$ cat src/rtl/core/sgb_pkg.sv
// package for the scaled glyph row blitter
// constants, register indexes and parameter defaults; depends on nothing
package sgb_pkg;

  // parameter defaults
  localparam int MAX_FONT_WIDTH_DEF = 16;
  localparam int MAX_SCALE_DEF      = 4;
  localparam int ADDR_BITS_DEF      = 32;

  // depth of the queue between front and back (power of two)
  localparam int QUEUE_DEPTH = 8;

  // glyph row layout and fixed font limits
  localparam int GLYPH_BITS      = 16;
  localparam int GLYPH_TOP       = GLYPH_BITS - 1;
  localparam int MAX_FONT_HEIGHT = 32;
  localparam int MAX_BPP         = 4;

  // command codes
  localparam logic CMD_DRAW  = 1'b0;
  localparam logic CMD_CLEAR = 1'b1;

  // configuration register reset values
  localparam logic [31:0] FRAME_BASE_RST  = 32'd0;
  localparam logic [15:0] PITCH_RST       = 16'd4096;
  localparam logic [2:0]  BPP_RST         = 3'd4;
  localparam logic [4:0]  FONT_WIDTH_RST  = 5'd8;
  localparam logic [5:0]  FONT_HEIGHT_RST = 6'd16;
  localparam logic [2:0]  FONT_SCALE_RST  = 3'd1;

  // configuration register indexes
  typedef enum logic [2:0] {
    REG_FRAME_BASE  = 3'd0,
    REG_PITCH       = 3'd1,
    REG_BPP         = 3'd2,
    REG_FONT_WIDTH  = 3'd3,
    REG_FONT_HEIGHT = 3'd4,
    REG_FONT_SCALE  = 3'd5
  } reg_index_t;

endpackage

$ cat src/rtl/core/scaled_glyph_row_blitter.sv
// scaled glyph row blitter: each taken start passes the front part, the queue and
// the back part, then one pixel write per cycle, clamped font_width * font_scale writes per item
// a new item is taken every cycle while fewer than 8 are in flight, so the
// rate is set by the pixel walk in the back part; results cannot be stalled
// synchronous reset clears the registers to their defaults and drops all
// queued and in-flight items
module scaled_glyph_row_blitter #(
  parameter int MAX_FONT_WIDTH = sgb_pkg::MAX_FONT_WIDTH_DEF,
  parameter int MAX_SCALE      = sgb_pkg::MAX_SCALE_DEF,
  parameter int ADDR_BITS      = sgb_pkg::ADDR_BITS_DEF
) (
  input  logic        clk,
  input  logic        rst,
  // command channel
  input  logic        start,
  output logic        busy,
  input  logic        cmd,
  input  logic [7:0]  cell_col,
  input  logic [7:0]  cell_row,
  input  logic [6:0]  line,
  input  logic [15:0] glyph_bits,
  input  logic [31:0] fg,
  input  logic [31:0] bg,
  input  logic        underline,
  // result channel
  output logic        valid,
  output logic [31:0] byte_address,
  output logic [31:0] pixel_value,
  output logic        last,
  // configuration port
  input  logic        psel,
  input  logic        penable,
  input  logic        pwrite,
  input  logic [4:0]  paddr,
  input  logic [31:0] pwdata,
  output logic [31:0] prdata,
  output logic        pready
);
  import sgb_pkg::*;

  localparam int SC_W   = $clog2(MAX_SCALE + 1);
  localparam int CW_W   = $clog2(MAX_FONT_WIDTH * MAX_SCALE + 1);
  localparam int DESC_W = 16 + 1 + 32 + 32 + ADDR_BITS + CW_W + SC_W + 3;
  localparam int IF_W   = $clog2(QUEUE_DEPTH + 1);

  // configuration registers
  logic [31:0] frame_base;
  logic [15:0] pitch_bytes;
  logic [2:0]  pixel_stride;
  logic [4:0]  font_width;
  logic [5:0]  font_height;
  logic [2:0]  font_scale;
  reg_index_t  reg_idx;
  logic        cfg_write;

  assign pready    = 1'b1;
  assign reg_idx   = reg_index_t'(paddr[4:2]);
  assign cfg_write = psel && penable && pwrite && pready;

  always_ff @(posedge clk) begin
    if (rst) begin
      frame_base   <= FRAME_BASE_RST;
      pitch_bytes  <= PITCH_RST;
      pixel_stride <= BPP_RST;
      font_width   <= FONT_WIDTH_RST;
      font_height  <= FONT_HEIGHT_RST;
      font_scale   <= FONT_SCALE_RST;
    end else if (cfg_write) begin
      unique case (reg_idx)
        REG_FRAME_BASE:  frame_base   <= pwdata;
        REG_PITCH:       pitch_bytes  <= pwdata[15:0];
        REG_BPP:         pixel_stride <= pwdata[2:0];
        REG_FONT_WIDTH:  font_width   <= pwdata[4:0];
        REG_FONT_HEIGHT: font_height  <= pwdata[5:0];
        REG_FONT_SCALE:  font_scale   <= pwdata[2:0];
        default: ;
      endcase
    end
  end

  // register read back
  always_comb begin
    unique case (reg_idx)
      REG_FRAME_BASE:  prdata = frame_base;
      REG_PITCH:       prdata = 32'(pitch_bytes);
      REG_BPP:         prdata = 32'(pixel_stride);
      REG_FONT_WIDTH:  prdata = 32'(font_width);
      REG_FONT_HEIGHT: prdata = 32'(font_height);
      REG_FONT_SCALE:  prdata = 32'(font_scale);
      default:         prdata = 32'd0;
    endcase
  end

  // in-flight count reserves a queue slot for every accepted transaction
  logic             accept;
  logic             pop;
  logic [IF_W-1:0]  inflight;

  assign accept = start && !busy;
  assign busy   = (inflight == IF_W'(QUEUE_DEPTH));

  always_ff @(posedge clk) begin
    if (rst) begin
      inflight <= '0;
    end else if (accept && !pop) begin
      inflight <= inflight + IF_W'(1);
    end else if (pop && !accept) begin
      inflight <= inflight - IF_W'(1);
    end
  end

  // front part
  logic              desc_valid;
  logic [DESC_W-1:0] desc;
  logic [DESC_W-1:0] head;
  logic              head_valid;

  sgb_front #(
    .MAX_FONT_WIDTH (MAX_FONT_WIDTH),
    .MAX_SCALE      (MAX_SCALE),
    .ADDR_BITS      (ADDR_BITS)
  ) u_front (
    .clk             (clk),
    .rst             (rst),
    .accept          (accept),
    .cmd             (cmd),
    .cell_col        (cell_col),
    .cell_row        (cell_row),
    .line            (line),
    .glyph_bits      (glyph_bits),
    .fg              (fg),
    .bg              (bg),
    .underline       (underline),
    .frame_base      (frame_base),
    .pitch_bytes     (pitch_bytes),
    .pixel_stride    (pixel_stride),
    .font_width      (font_width),
    .font_height     (font_height),
    .font_scale      (font_scale),
    .desc_valid      (desc_valid),
    .desc            (desc)
  );

  // queue between front and back
  sgb_queue #(
    .WIDTH (DESC_W),
    .DEPTH (QUEUE_DEPTH)
  ) u_queue (
    .clk       (clk),
    .rst       (rst),
    .push      (desc_valid),
    .wdata     (desc),
    .pop       (pop),
    .rdata     (head),
    .not_empty (head_valid)
  );

  // back part
  sgb_back #(
    .MAX_FONT_WIDTH (MAX_FONT_WIDTH),
    .MAX_SCALE      (MAX_SCALE),
    .ADDR_BITS      (ADDR_BITS)
  ) u_back (
    .clk          (clk),
    .rst          (rst),
    .head_valid   (head_valid),
    .head         (head),
    .pop          (pop),
    .valid        (valid),
    .byte_address (byte_address),
    .pixel_value  (pixel_value),
    .last         (last)
  );

endmodule

$ cat src/rtl/core/sgb_queue.sv
// small first-in first-out queue of scanline transactions
// generic width and depth; depends on nothing
module sgb_queue #(
  parameter int WIDTH = 8,
  parameter int DEPTH = 8
) (
  input  logic             clk,
  input  logic             rst,
  input  logic             push,
  input  logic [WIDTH-1:0] wdata,
  input  logic             pop,
  output logic [WIDTH-1:0] rdata,
  output logic             not_empty
);

  localparam int PW = (DEPTH > 1) ? $clog2(DEPTH) : 1;
  localparam int CNTW = $clog2(DEPTH + 1);

  logic [WIDTH-1:0] mem [DEPTH];
  logic [PW-1:0]    wr_ptr;
  logic [PW-1:0]    rd_ptr;
  logic [CNTW-1:0]  count;

  // pointers and fill level
  always_ff @(posedge clk) begin
    if (rst) begin
      wr_ptr <= '0;
      rd_ptr <= '0;
      count  <= '0;
    end else begin
      if (push) begin
        wr_ptr <= (wr_ptr == PW'(DEPTH - 1)) ? '0 : wr_ptr + PW'(1);
      end
      if (pop) begin
        rd_ptr <= (rd_ptr == PW'(DEPTH - 1)) ? '0 : rd_ptr + PW'(1);
      end
      if (push && !pop) begin
        count <= count + CNTW'(1);
      end else if (pop && !push) begin
        count <= count - CNTW'(1);
      end
    end
  end

  // storage
  always_ff @(posedge clk) begin
    if (push) begin
      mem[wr_ptr] <= wdata;
    end
  end

  assign rdata     = mem[rd_ptr];
  assign not_empty = (count != '0);

endmodule

$ cat src/rtl/core/sgb_front.sv
// front part: accepts scanline commands and works out the start address
// four register stages; depends on sgb_pkg
module sgb_front #(
  parameter int MAX_FONT_WIDTH = 16,
  parameter int MAX_SCALE      = 4,
  parameter int ADDR_BITS      = 32
) (
  input  logic        clk,
  input  logic        rst,
  input  logic        accept,
  input  logic        cmd,
  input  logic [7:0]  cell_col,
  input  logic [7:0]  cell_row,
  input  logic [6:0]  line,
  input  logic [15:0] glyph_bits,
  input  logic [31:0] fg,
  input  logic [31:0] bg,
  input  logic        underline,
  input  logic [31:0] frame_base,
  input  logic [15:0] pitch_bytes,
  input  logic [2:0]  pixel_stride,
  input  logic [4:0]  font_width,
  input  logic [5:0]  font_height,
  input  logic [2:0]  font_scale,
  output logic        desc_valid,
  output logic [16+1+32+32+ADDR_BITS+$clog2(MAX_FONT_WIDTH*MAX_SCALE+1)
                +$clog2(MAX_SCALE+1)+3-1:0] desc
);
  import sgb_pkg::*;

  localparam int AW   = ADDR_BITS;
  localparam int FW_W = $clog2(MAX_FONT_WIDTH + 1);
  localparam int SC_W = $clog2(MAX_SCALE + 1);
  localparam int CW_W = $clog2(MAX_FONT_WIDTH * MAX_SCALE + 1);
  localparam int CH_W = $clog2(MAX_FONT_HEIGHT * MAX_SCALE + 1);
  localparam int UW   = (CH_W > 8) ? CH_W : 8;
  localparam int Y_W  = 8 + CH_W;
  localparam int PY_W = 16 + Y_W;
  localparam int CL_W = 8 + CW_W;
  localparam int CB_W = CL_W + 3;

  typedef struct packed {
    logic [15:0]      glyph;
    logic             under;
    logic [31:0]      fg;
    logic [31:0]      bg;
    logic [AW-1:0]    addr;
    logic [CW_W-1:0]  cw;
    logic [SC_W-1:0]  sc;
    logic [2:0]       bpp;
  } desc_t;

  // clamped geometry
  logic [FW_W-1:0] fw_c;
  logic [5:0]      fh_c;
  logic [SC_W-1:0] sc_c;
  logic [2:0]      bpp_c;

  always_comb begin
    if (font_width == 5'd0) begin
      fw_c = FW_W'(1);
    end else if (32'(font_width) > MAX_FONT_WIDTH) begin
      fw_c = FW_W'(MAX_FONT_WIDTH);
    end else begin
      fw_c = FW_W'(font_width);
    end
    if (font_height == 6'd0) begin
      fh_c = 6'd1;
    end else if (32'(font_height) > MAX_FONT_HEIGHT) begin
      fh_c = 6'(MAX_FONT_HEIGHT);
    end else begin
      fh_c = font_height;
    end
    if (font_scale == 3'd0) begin
      sc_c = SC_W'(1);
    end else if (32'(font_scale) > MAX_SCALE) begin
      sc_c = SC_W'(MAX_SCALE);
    end else begin
      sc_c = SC_W'(font_scale);
    end
    if (pixel_stride == 3'd0) begin
      bpp_c = 3'd1;
    end else if (32'(pixel_stride) > MAX_BPP) begin
      bpp_c = 3'(MAX_BPP);
    end else begin
      bpp_c = pixel_stride;
    end
  end

  // stage registers
  logic             s1_valid, s2_valid, s3_valid;
  logic [15:0]      s1_glyph, s2_glyph, s3_glyph;
  logic             s1_cmd, s1_ul;
  logic             s2_under, s3_under;
  logic [6:0]       s1_line;
  logic [7:0]       s1_col, s1_row;
  logic [31:0]      s1_fg, s2_fg, s3_fg;
  logic [31:0]      s1_bg, s2_bg, s3_bg;
  logic [CH_W-1:0]  s1_ch;
  logic [CW_W-1:0]  s1_cw, s2_cw, s3_cw;
  logic [SC_W-1:0]  s1_sc, s2_sc, s3_sc;
  logic [2:0]       s1_bpp, s2_bpp, s3_bpp;
  logic [Y_W-1:0]   s2_y;
  logic [CL_W-1:0]  s2_colw;
  logic [PY_W-1:0]  s3_py;
  logic [CB_W-1:0]  s3_colb;
  desc_t            s4;

  // valid bits through the stages
  always_ff @(posedge clk) begin
    if (rst) begin
      s1_valid   <= 1'b0;
      s2_valid   <= 1'b0;
      s3_valid   <= 1'b0;
      desc_valid <= 1'b0;
    end else begin
      s1_valid   <= accept;
      s2_valid   <= s1_valid;
      s3_valid   <= s2_valid;
      desc_valid <= s3_valid;
    end
  end

  // payload path
  always_ff @(posedge clk) begin
    // stage 1: capture, clear folds into an empty glyph, cell size
    s1_glyph <= (cmd == CMD_CLEAR) ? 16'd0 : glyph_bits;
    s1_cmd   <= cmd;
    s1_ul    <= underline;
    s1_line  <= line;
    s1_col   <= cell_col;
    s1_row   <= cell_row;
    s1_fg    <= fg;
    s1_bg    <= bg;
    s1_ch    <= CH_W'(fh_c) * CH_W'(sc_c);
    s1_cw    <= CW_W'(fw_c) * CW_W'(sc_c);
    s1_sc    <= sc_c;
    s1_bpp   <= bpp_c;

    // stage 2: screen scanline, cell start column, underline test
    s2_glyph <= s1_glyph;
    s2_under <= (s1_cmd == CMD_DRAW) && s1_ul &&
                ((UW'(s1_line) + UW'(1)) == UW'(s1_ch));
    s2_fg    <= s1_fg;
    s2_bg    <= s1_bg;
    s2_y     <= Y_W'(s1_row) * Y_W'(s1_ch) + Y_W'(s1_line);
    s2_colw  <= CL_W'(s1_col) * CL_W'(s1_cw);
    s2_cw    <= s1_cw;
    s2_sc    <= s1_sc;
    s2_bpp   <= s1_bpp;

    // stage 3: scanline offset and column offset in bytes
    s3_glyph <= s2_glyph;
    s3_under <= s2_under;
    s3_fg    <= s2_fg;
    s3_bg    <= s2_bg;
    s3_py    <= PY_W'(pitch_bytes) * PY_W'(s2_y);
    s3_colb  <= CB_W'(s2_colw) * CB_W'(s2_bpp);
    s3_cw    <= s2_cw;
    s3_sc    <= s2_sc;
    s3_bpp   <= s2_bpp;

    // stage 4: first pixel address, wrapped to the address width
    s4.glyph <= s3_glyph;
    s4.under <= s3_under;
    s4.fg    <= s3_fg;
    s4.bg    <= s3_bg;
    s4.addr  <= AW'(frame_base) + AW'(s3_py) + AW'(s3_colb);
    s4.cw    <= s3_cw;
    s4.sc    <= s3_sc;
    s4.bpp   <= s3_bpp;
  end

  assign desc = s4;

endmodule

$ cat src/rtl/core/sgb_back.sv
// back part: walks one queued scanline and emits one pixel write a cycle
// registered result outputs, combinational pop; depends on sgb_pkg
module sgb_back #(
  parameter int MAX_FONT_WIDTH = 16,
  parameter int MAX_SCALE      = 4,
  parameter int ADDR_BITS      = 32
) (
  input  logic        clk,
  input  logic        rst,
  input  logic        head_valid,
  input  logic [16+1+32+32+ADDR_BITS+$clog2(MAX_FONT_WIDTH*MAX_SCALE+1)
                +$clog2(MAX_SCALE+1)+3-1:0] head,
  output logic        pop,
  output logic        valid,
  output logic [31:0] byte_address,
  output logic [31:0] pixel_value,
  output logic        last
);
  import sgb_pkg::*;

  localparam int AW   = ADDR_BITS;
  localparam int SC_W = $clog2(MAX_SCALE + 1);
  localparam int CW_W = $clog2(MAX_FONT_WIDTH * MAX_SCALE + 1);
  localparam int OW   = (AW > 32) ? AW : 32;

  typedef struct packed {
    logic [15:0]      glyph;
    logic             under;
    logic [31:0]      fg;
    logic [31:0]      bg;
    logic [AW-1:0]    addr;
    logic [CW_W-1:0]  cw;
    logic [SC_W-1:0]  sc;
    logic [2:0]       bpp;
  } desc_t;

  desc_t            hd;
  logic             active;
  logic [15:0]      glyph_sh;
  logic             under;
  logic [31:0]      fg_r, bg_r;
  logic [AW-1:0]    addr;
  logic [CW_W-1:0]  rem;
  logic [SC_W-1:0]  sc;
  logic [SC_W-1:0]  sub;
  logic [2:0]       bpp;
  logic             at_last;
  logic             sub_wrap;
  logic [OW-1:0]    addr_wide;

  assign hd        = head;
  assign at_last   = (rem == CW_W'(1));
  assign sub_wrap  = (SC_W'(sub + SC_W'(1)) == sc);
  assign pop       = head_valid && (!active || at_last);
  assign addr_wide = OW'(addr);

  // control state
  always_ff @(posedge clk) begin
    if (rst) begin
      active <= 1'b0;
      valid  <= 1'b0;
    end else begin
      valid  <= active;
      active <= pop || (active && !at_last);
    end
  end

  // per-pixel walk and output registers
  always_ff @(posedge clk) begin
    if (active) begin
      byte_address <= addr_wide[31:0];
      pixel_value  <= (glyph_sh[GLYPH_TOP] || under) ? fg_r : bg_r;
      last         <= at_last;
    end
    if (pop) begin
      glyph_sh <= hd.glyph;
      under    <= hd.under;
      fg_r     <= hd.fg;
      bg_r     <= hd.bg;
      addr     <= hd.addr;
      rem      <= hd.cw;
      sc       <= hd.sc;
      sub      <= '0;
      bpp      <= hd.bpp;
    end else if (active) begin
      rem  <= rem - CW_W'(1);
      addr <= addr + AW'(bpp);
      if (sub_wrap) begin
        sub      <= '0;
        glyph_sh <= {glyph_sh[14:0], 1'b0};
      end else begin
        sub <= sub + SC_W'(1);
      end
    end
  end

endmodule
$ cat config.mk
export PLATFORM = sky130hd
export DESIGN_NAME = scaled_glyph_row_blitter
export DESIGN_NICKNAME = d
export VERILOG_FILES = /design/src/rtl/core/sgb_pkg.sv /design/src/rtl/core/scaled_glyph_row_blitter.sv /design/src/rtl/core/sgb_queue.sv /design/src/rtl/core/sgb_front.sv /design/src/rtl/core/sgb_back.sv
export SDC_FILE = /design/constraint.sdc
export NUM_CORES = 2
export LEC_CHECK = 0
export BUFFER_PORTS_ARGS = -buffer_cell sky130_fd_sc_hd__buf_4
export CAP_MARGIN = 20
export CORE_AREA = 2 2 440 442
export CTS_CLUSTER_SIZE = 24
export DETAILED_ROUTE_END_ITERATION = 10
export DIE_AREA = 0 0 442 444
export PLACE_DENSITY_LB_ADDON = 0.1
export SETUP_SLACK_MARGIN = 0.1
export SYNTH_ARGS = -nofsm -noshare
export SYNTH_HDL_FRONTEND = slang
export SYNTH_SLANG_ARGS = --single-unit
$ cat constraint.sdc
create_clock -name clk -period 11.2 [get_ports clk]
set_input_delay 2.24 -clock clk [delete_from_list [all_inputs] [get_ports clk]]
set_output_delay 2.24 -clock clk [all_outputs]
set_load 0.02 [all_outputs]
==> results.yml <==
hold_path:
  hp-class: "register to register"
  holdPathStages: 0
cells_and_area:
  finish.utilization_pct: 45.6
  num-fill-cells: 16900
  nets: 5955
  fin_cells: 7925
  syn_to_final_growth_pct: 14.8
  drive_above_1_share_pct: 18.3
timing:
  clock-skew-final_ns: 0.0455
  fin_crit_ns: 6.71
  fmax_ghz: 0.149
  setup_ws_ns: 4.49
  setup_viol: 0
  tightestPinTransition_ns: 0.987
  finalCritPeriodShare_pct: 59.9
  rsz0062_at_grt: "false"
  tns_ns: 0
  finalMaxSlewViolations: 0
  hold_viol_final: 0
  slew-limit-headroom_pct: 34.2
job:
  cap_violations: 0
route:
  vias: 39200
  drt-total-wl_mm: 167
  drt_iter0_markers: 2254
  vias_per_cell: 4.95
  first_pass_iters: 5
  drc: 0
  post_drt_wl_per_cell_um: 21.0
  ant_nets: 0
worst_setup_path:
  critPathMaxStageDelay_ns: 0.95
  crit_required_ns: 11.87
  path_delay_family: "adder cells"
  cp_num_buf_inv: 3
  worst_path_max_delay_cell: "dfxtp_1"
  endpoint_kind: "register"
  cp_max_fo: 18
  r2r_cells: 19
  cp.depth: 19
  startpoint_type: "register"
  cp_common_cell: "fa_1"
  worstPathArrival_ns: 7.38
  critPathKind: "register to register"
  path_cells: "nand2_1 -> fa_1 -> fa_1 -> fa_1 -> inv_1 -> fa_1 -> fa_1 -> inv_1 -> fa_1 -> inv_1 -> ha_1 -> a21oi_1 -> nand2_1 -> a211oi_1 -> nor3_1 -> nor3_2 -> a21oi_2 -> or4_1 -> and3_1"
synthesis:
  ys_async_sr_fraction_pct: 0
  ys_seq_area_share_pct: 63.4
  netlist-cell-type-count: 72
  yosys_warnings: 0
  netlist_area_mm2: 0.0761
  synth_edf_count: 1199
  syn_area_per_cell_um2: 15.4
  synth_nets: 5659
  ys_seq_elements: 1811
  syn_inst: 4934
  ys.flop_type: "edfxtp_1"
power_and_ir_drop:
  power_frac_comb_pct: 14.9
  power_density_mw_per_mm2: 198
  seqPwrFrac_pct: 48.1
  swShare_pct: 25.9
  vdd.ir_drop.worst_mv: 0.137
  p_leak_uw: 0.0333
  power.internal_uw: 12800
  switching_power_uw: 4480
  pwr-share-clk_pct: 37.0
  finalPower_uw: 17300
clocking:
  clk_pin_slew_ns: 0.06
  cts_resized: 0
  postCtsSetupBuffers: 0
  cts.sinks: 1811
  htreeDepth: 4
  hold_buffers: 0
  cts_buffers: 190
  clk_latency_ns: 0.82
  cts_tree: "yes"
  clockBufferDepth: 3
  root_buffer: "clkbuf_16"
placement:
  gp_congestion: 0.781
  post-place-ws_ns: 4.43
  io_buffers: 244
  hpwl_mm: 101
  dp_cells: 7564
floorplanning:
  die-area_mm2: 0.196
  rows: 161
  start_util_pct: 39.7
  core_area_mm2: 0.192
  die_w_um: 442
  dieHeight_um: 444
  io-pin-count: 248
status:
  outcome: "completed"
global_routing:
  grt_overflow: 0
  grt_max_degree: 140
  grt_pass1_vias: 42000
  grt_pass1_wl_mm: 257
  grt_use_total_pct: 17.2
  antenna_found_initial: 15
cells in the final DEF (no fill, tap or decap), types with 10 or more instances in the layout:
master and count:
and3_1 17, nand2b_1 17, mux4_2 253, clkbuf_8 30, nand4_1 18, a211oi_1 34
nor3_1 15, nand3_1 24, clkinv_2 41, buf_4 285, o21ai_0 37, clkbuf_1 40
a21o_1 62, bufinv_16 17, xnor2_1 94, ha_1 266, and2_1 192, fa_1 311
dfxtp_1 608, nor2_1 108, clkbuf_16 194, mux2i_1 51, xor2_1 60, inv_1 398
edfxtp_1 1199, o21bai_1 13, nor2b_1 71, a22o_1 10, a21oi_1 197, nand2_1 456
mux2_2 105, clkinv_1 16
cell families after synthesis:
| kind of cell | count (synthesis) | share of synthesized area (%) |
|---|---|---|
| AOI/OAI and AO/OA | 428 | 3.53 |
| xor gates and xnor gates | 154 | 1.77 |
| adders and majority gates | 577 | 12.6 |
| buffers and inverters | 586 | 2.94 |
| DFF | 1811 | 63.4 |
| muxes | 409 | 9.71 |
| other | 1 | 0.00493 |
| and+or+nand+nor | 968 | 6.08 |
flip-flops by register name (all words and copies together), names as in the netlist, 15 cells and up, named ones only:
register             flops
u_queue.mem           1008
u_front.s2_bg           32
u_front.s2_fg           32
u_front.s3_colb         18
u_front.s2_colw         15
u_front.s3_py           32
u_back.addr             32
u_front.desc           126
u_front.s1_fg           32
pitch_bytes             16
u_back.fg_r             32
u_front.s3_glyph        16
u_front.s1_bg           32
frame_base              32
u_back.pixel_value      32
u_back.bg_r             32
u_front.s1_glyph        16
u_front.s3_fg           32
u_back.glyph_sh         16
u_back.byte_address     32
u_front.s3_bg           32
u_front.s2_y            16
u_front.s2_glyph        16
cell usage after synthesis, drive strengths merged (62+ instances only):
master,n,area share (%)
ha,266,4.4
inv,398,2.0
xnor2,94,1.1
and2,192,1.6
edfxtp,1199,47
a21oi,199,1.3
mux2,105,1.6
nor2b,71,0.58
nand2,456,2.2
dfxtp,612,16
a21o,62,0.61
clkbuf,143,0.71
mux4,253,7.5
fa,311,8.2
nor2,115,0.57
power by group through the flow:
stage,Sequential (uW),Clock (uW),Combinational (uW)
finish,8330,6420,2580
global route,8410,6870,2850
CTS,8350,6630,2660
detailed placement,8490,0,2650
global placement,8480,0,2640
floorplan,8390,0,1750
worst paths after layout:
kind | startpoint | endpoint | slack (ns)
max | pitch_bytes[10] | u_front.s3_py[31] | 4.49
min | u_front.s2_bg[0] | u_front.s3_bg[0] | 0.31
max reg2reg | pitch_bytes[10] | u_front.s3_py[31] | 4.49
min reg2reg | u_front.s2_bg[0] | u_front.s3_bg[0] | 0.31
final cells by class:
type                            instances  area (um2)  share of cell area (%)
Sequential cell                      1811       48300                    55.2
Multi-Input combinational cell       2537       25700                    29.4
Clock buffer                          265        5430                    6.21
Tap cell                             2526        3160                    3.62
Timing Repair Buffer                  291        2260                    2.59
Inverter                              399        1500                    1.72
Clock inverter                         95        1090                    1.25
Antenna cell                            1        2.50                 0.00286
stage by stage:
stage / cell area (um2) / hold WS (ns)
2_1_floorplan: 76100 / 0.310
3_3_place_gp: 80900 / 0.311
3_5_place_dp: 80900 / 0.312
4_1_cts: 87400 / 0.305
5_1_grt: 87400 / 0.312
6_report: 87400 / 0.311
layer usage:
layer	global-route usage [%]	vias to the layer above	wire length, um
li1	-	18200	-
met2	28.6	674	79900
met3	3.05	241	6700
met4	4.24	14	3390
met1	23.3	20100	76500
met5	0	-	94
No activity file was read; power rests on OpenSTA's default activity.
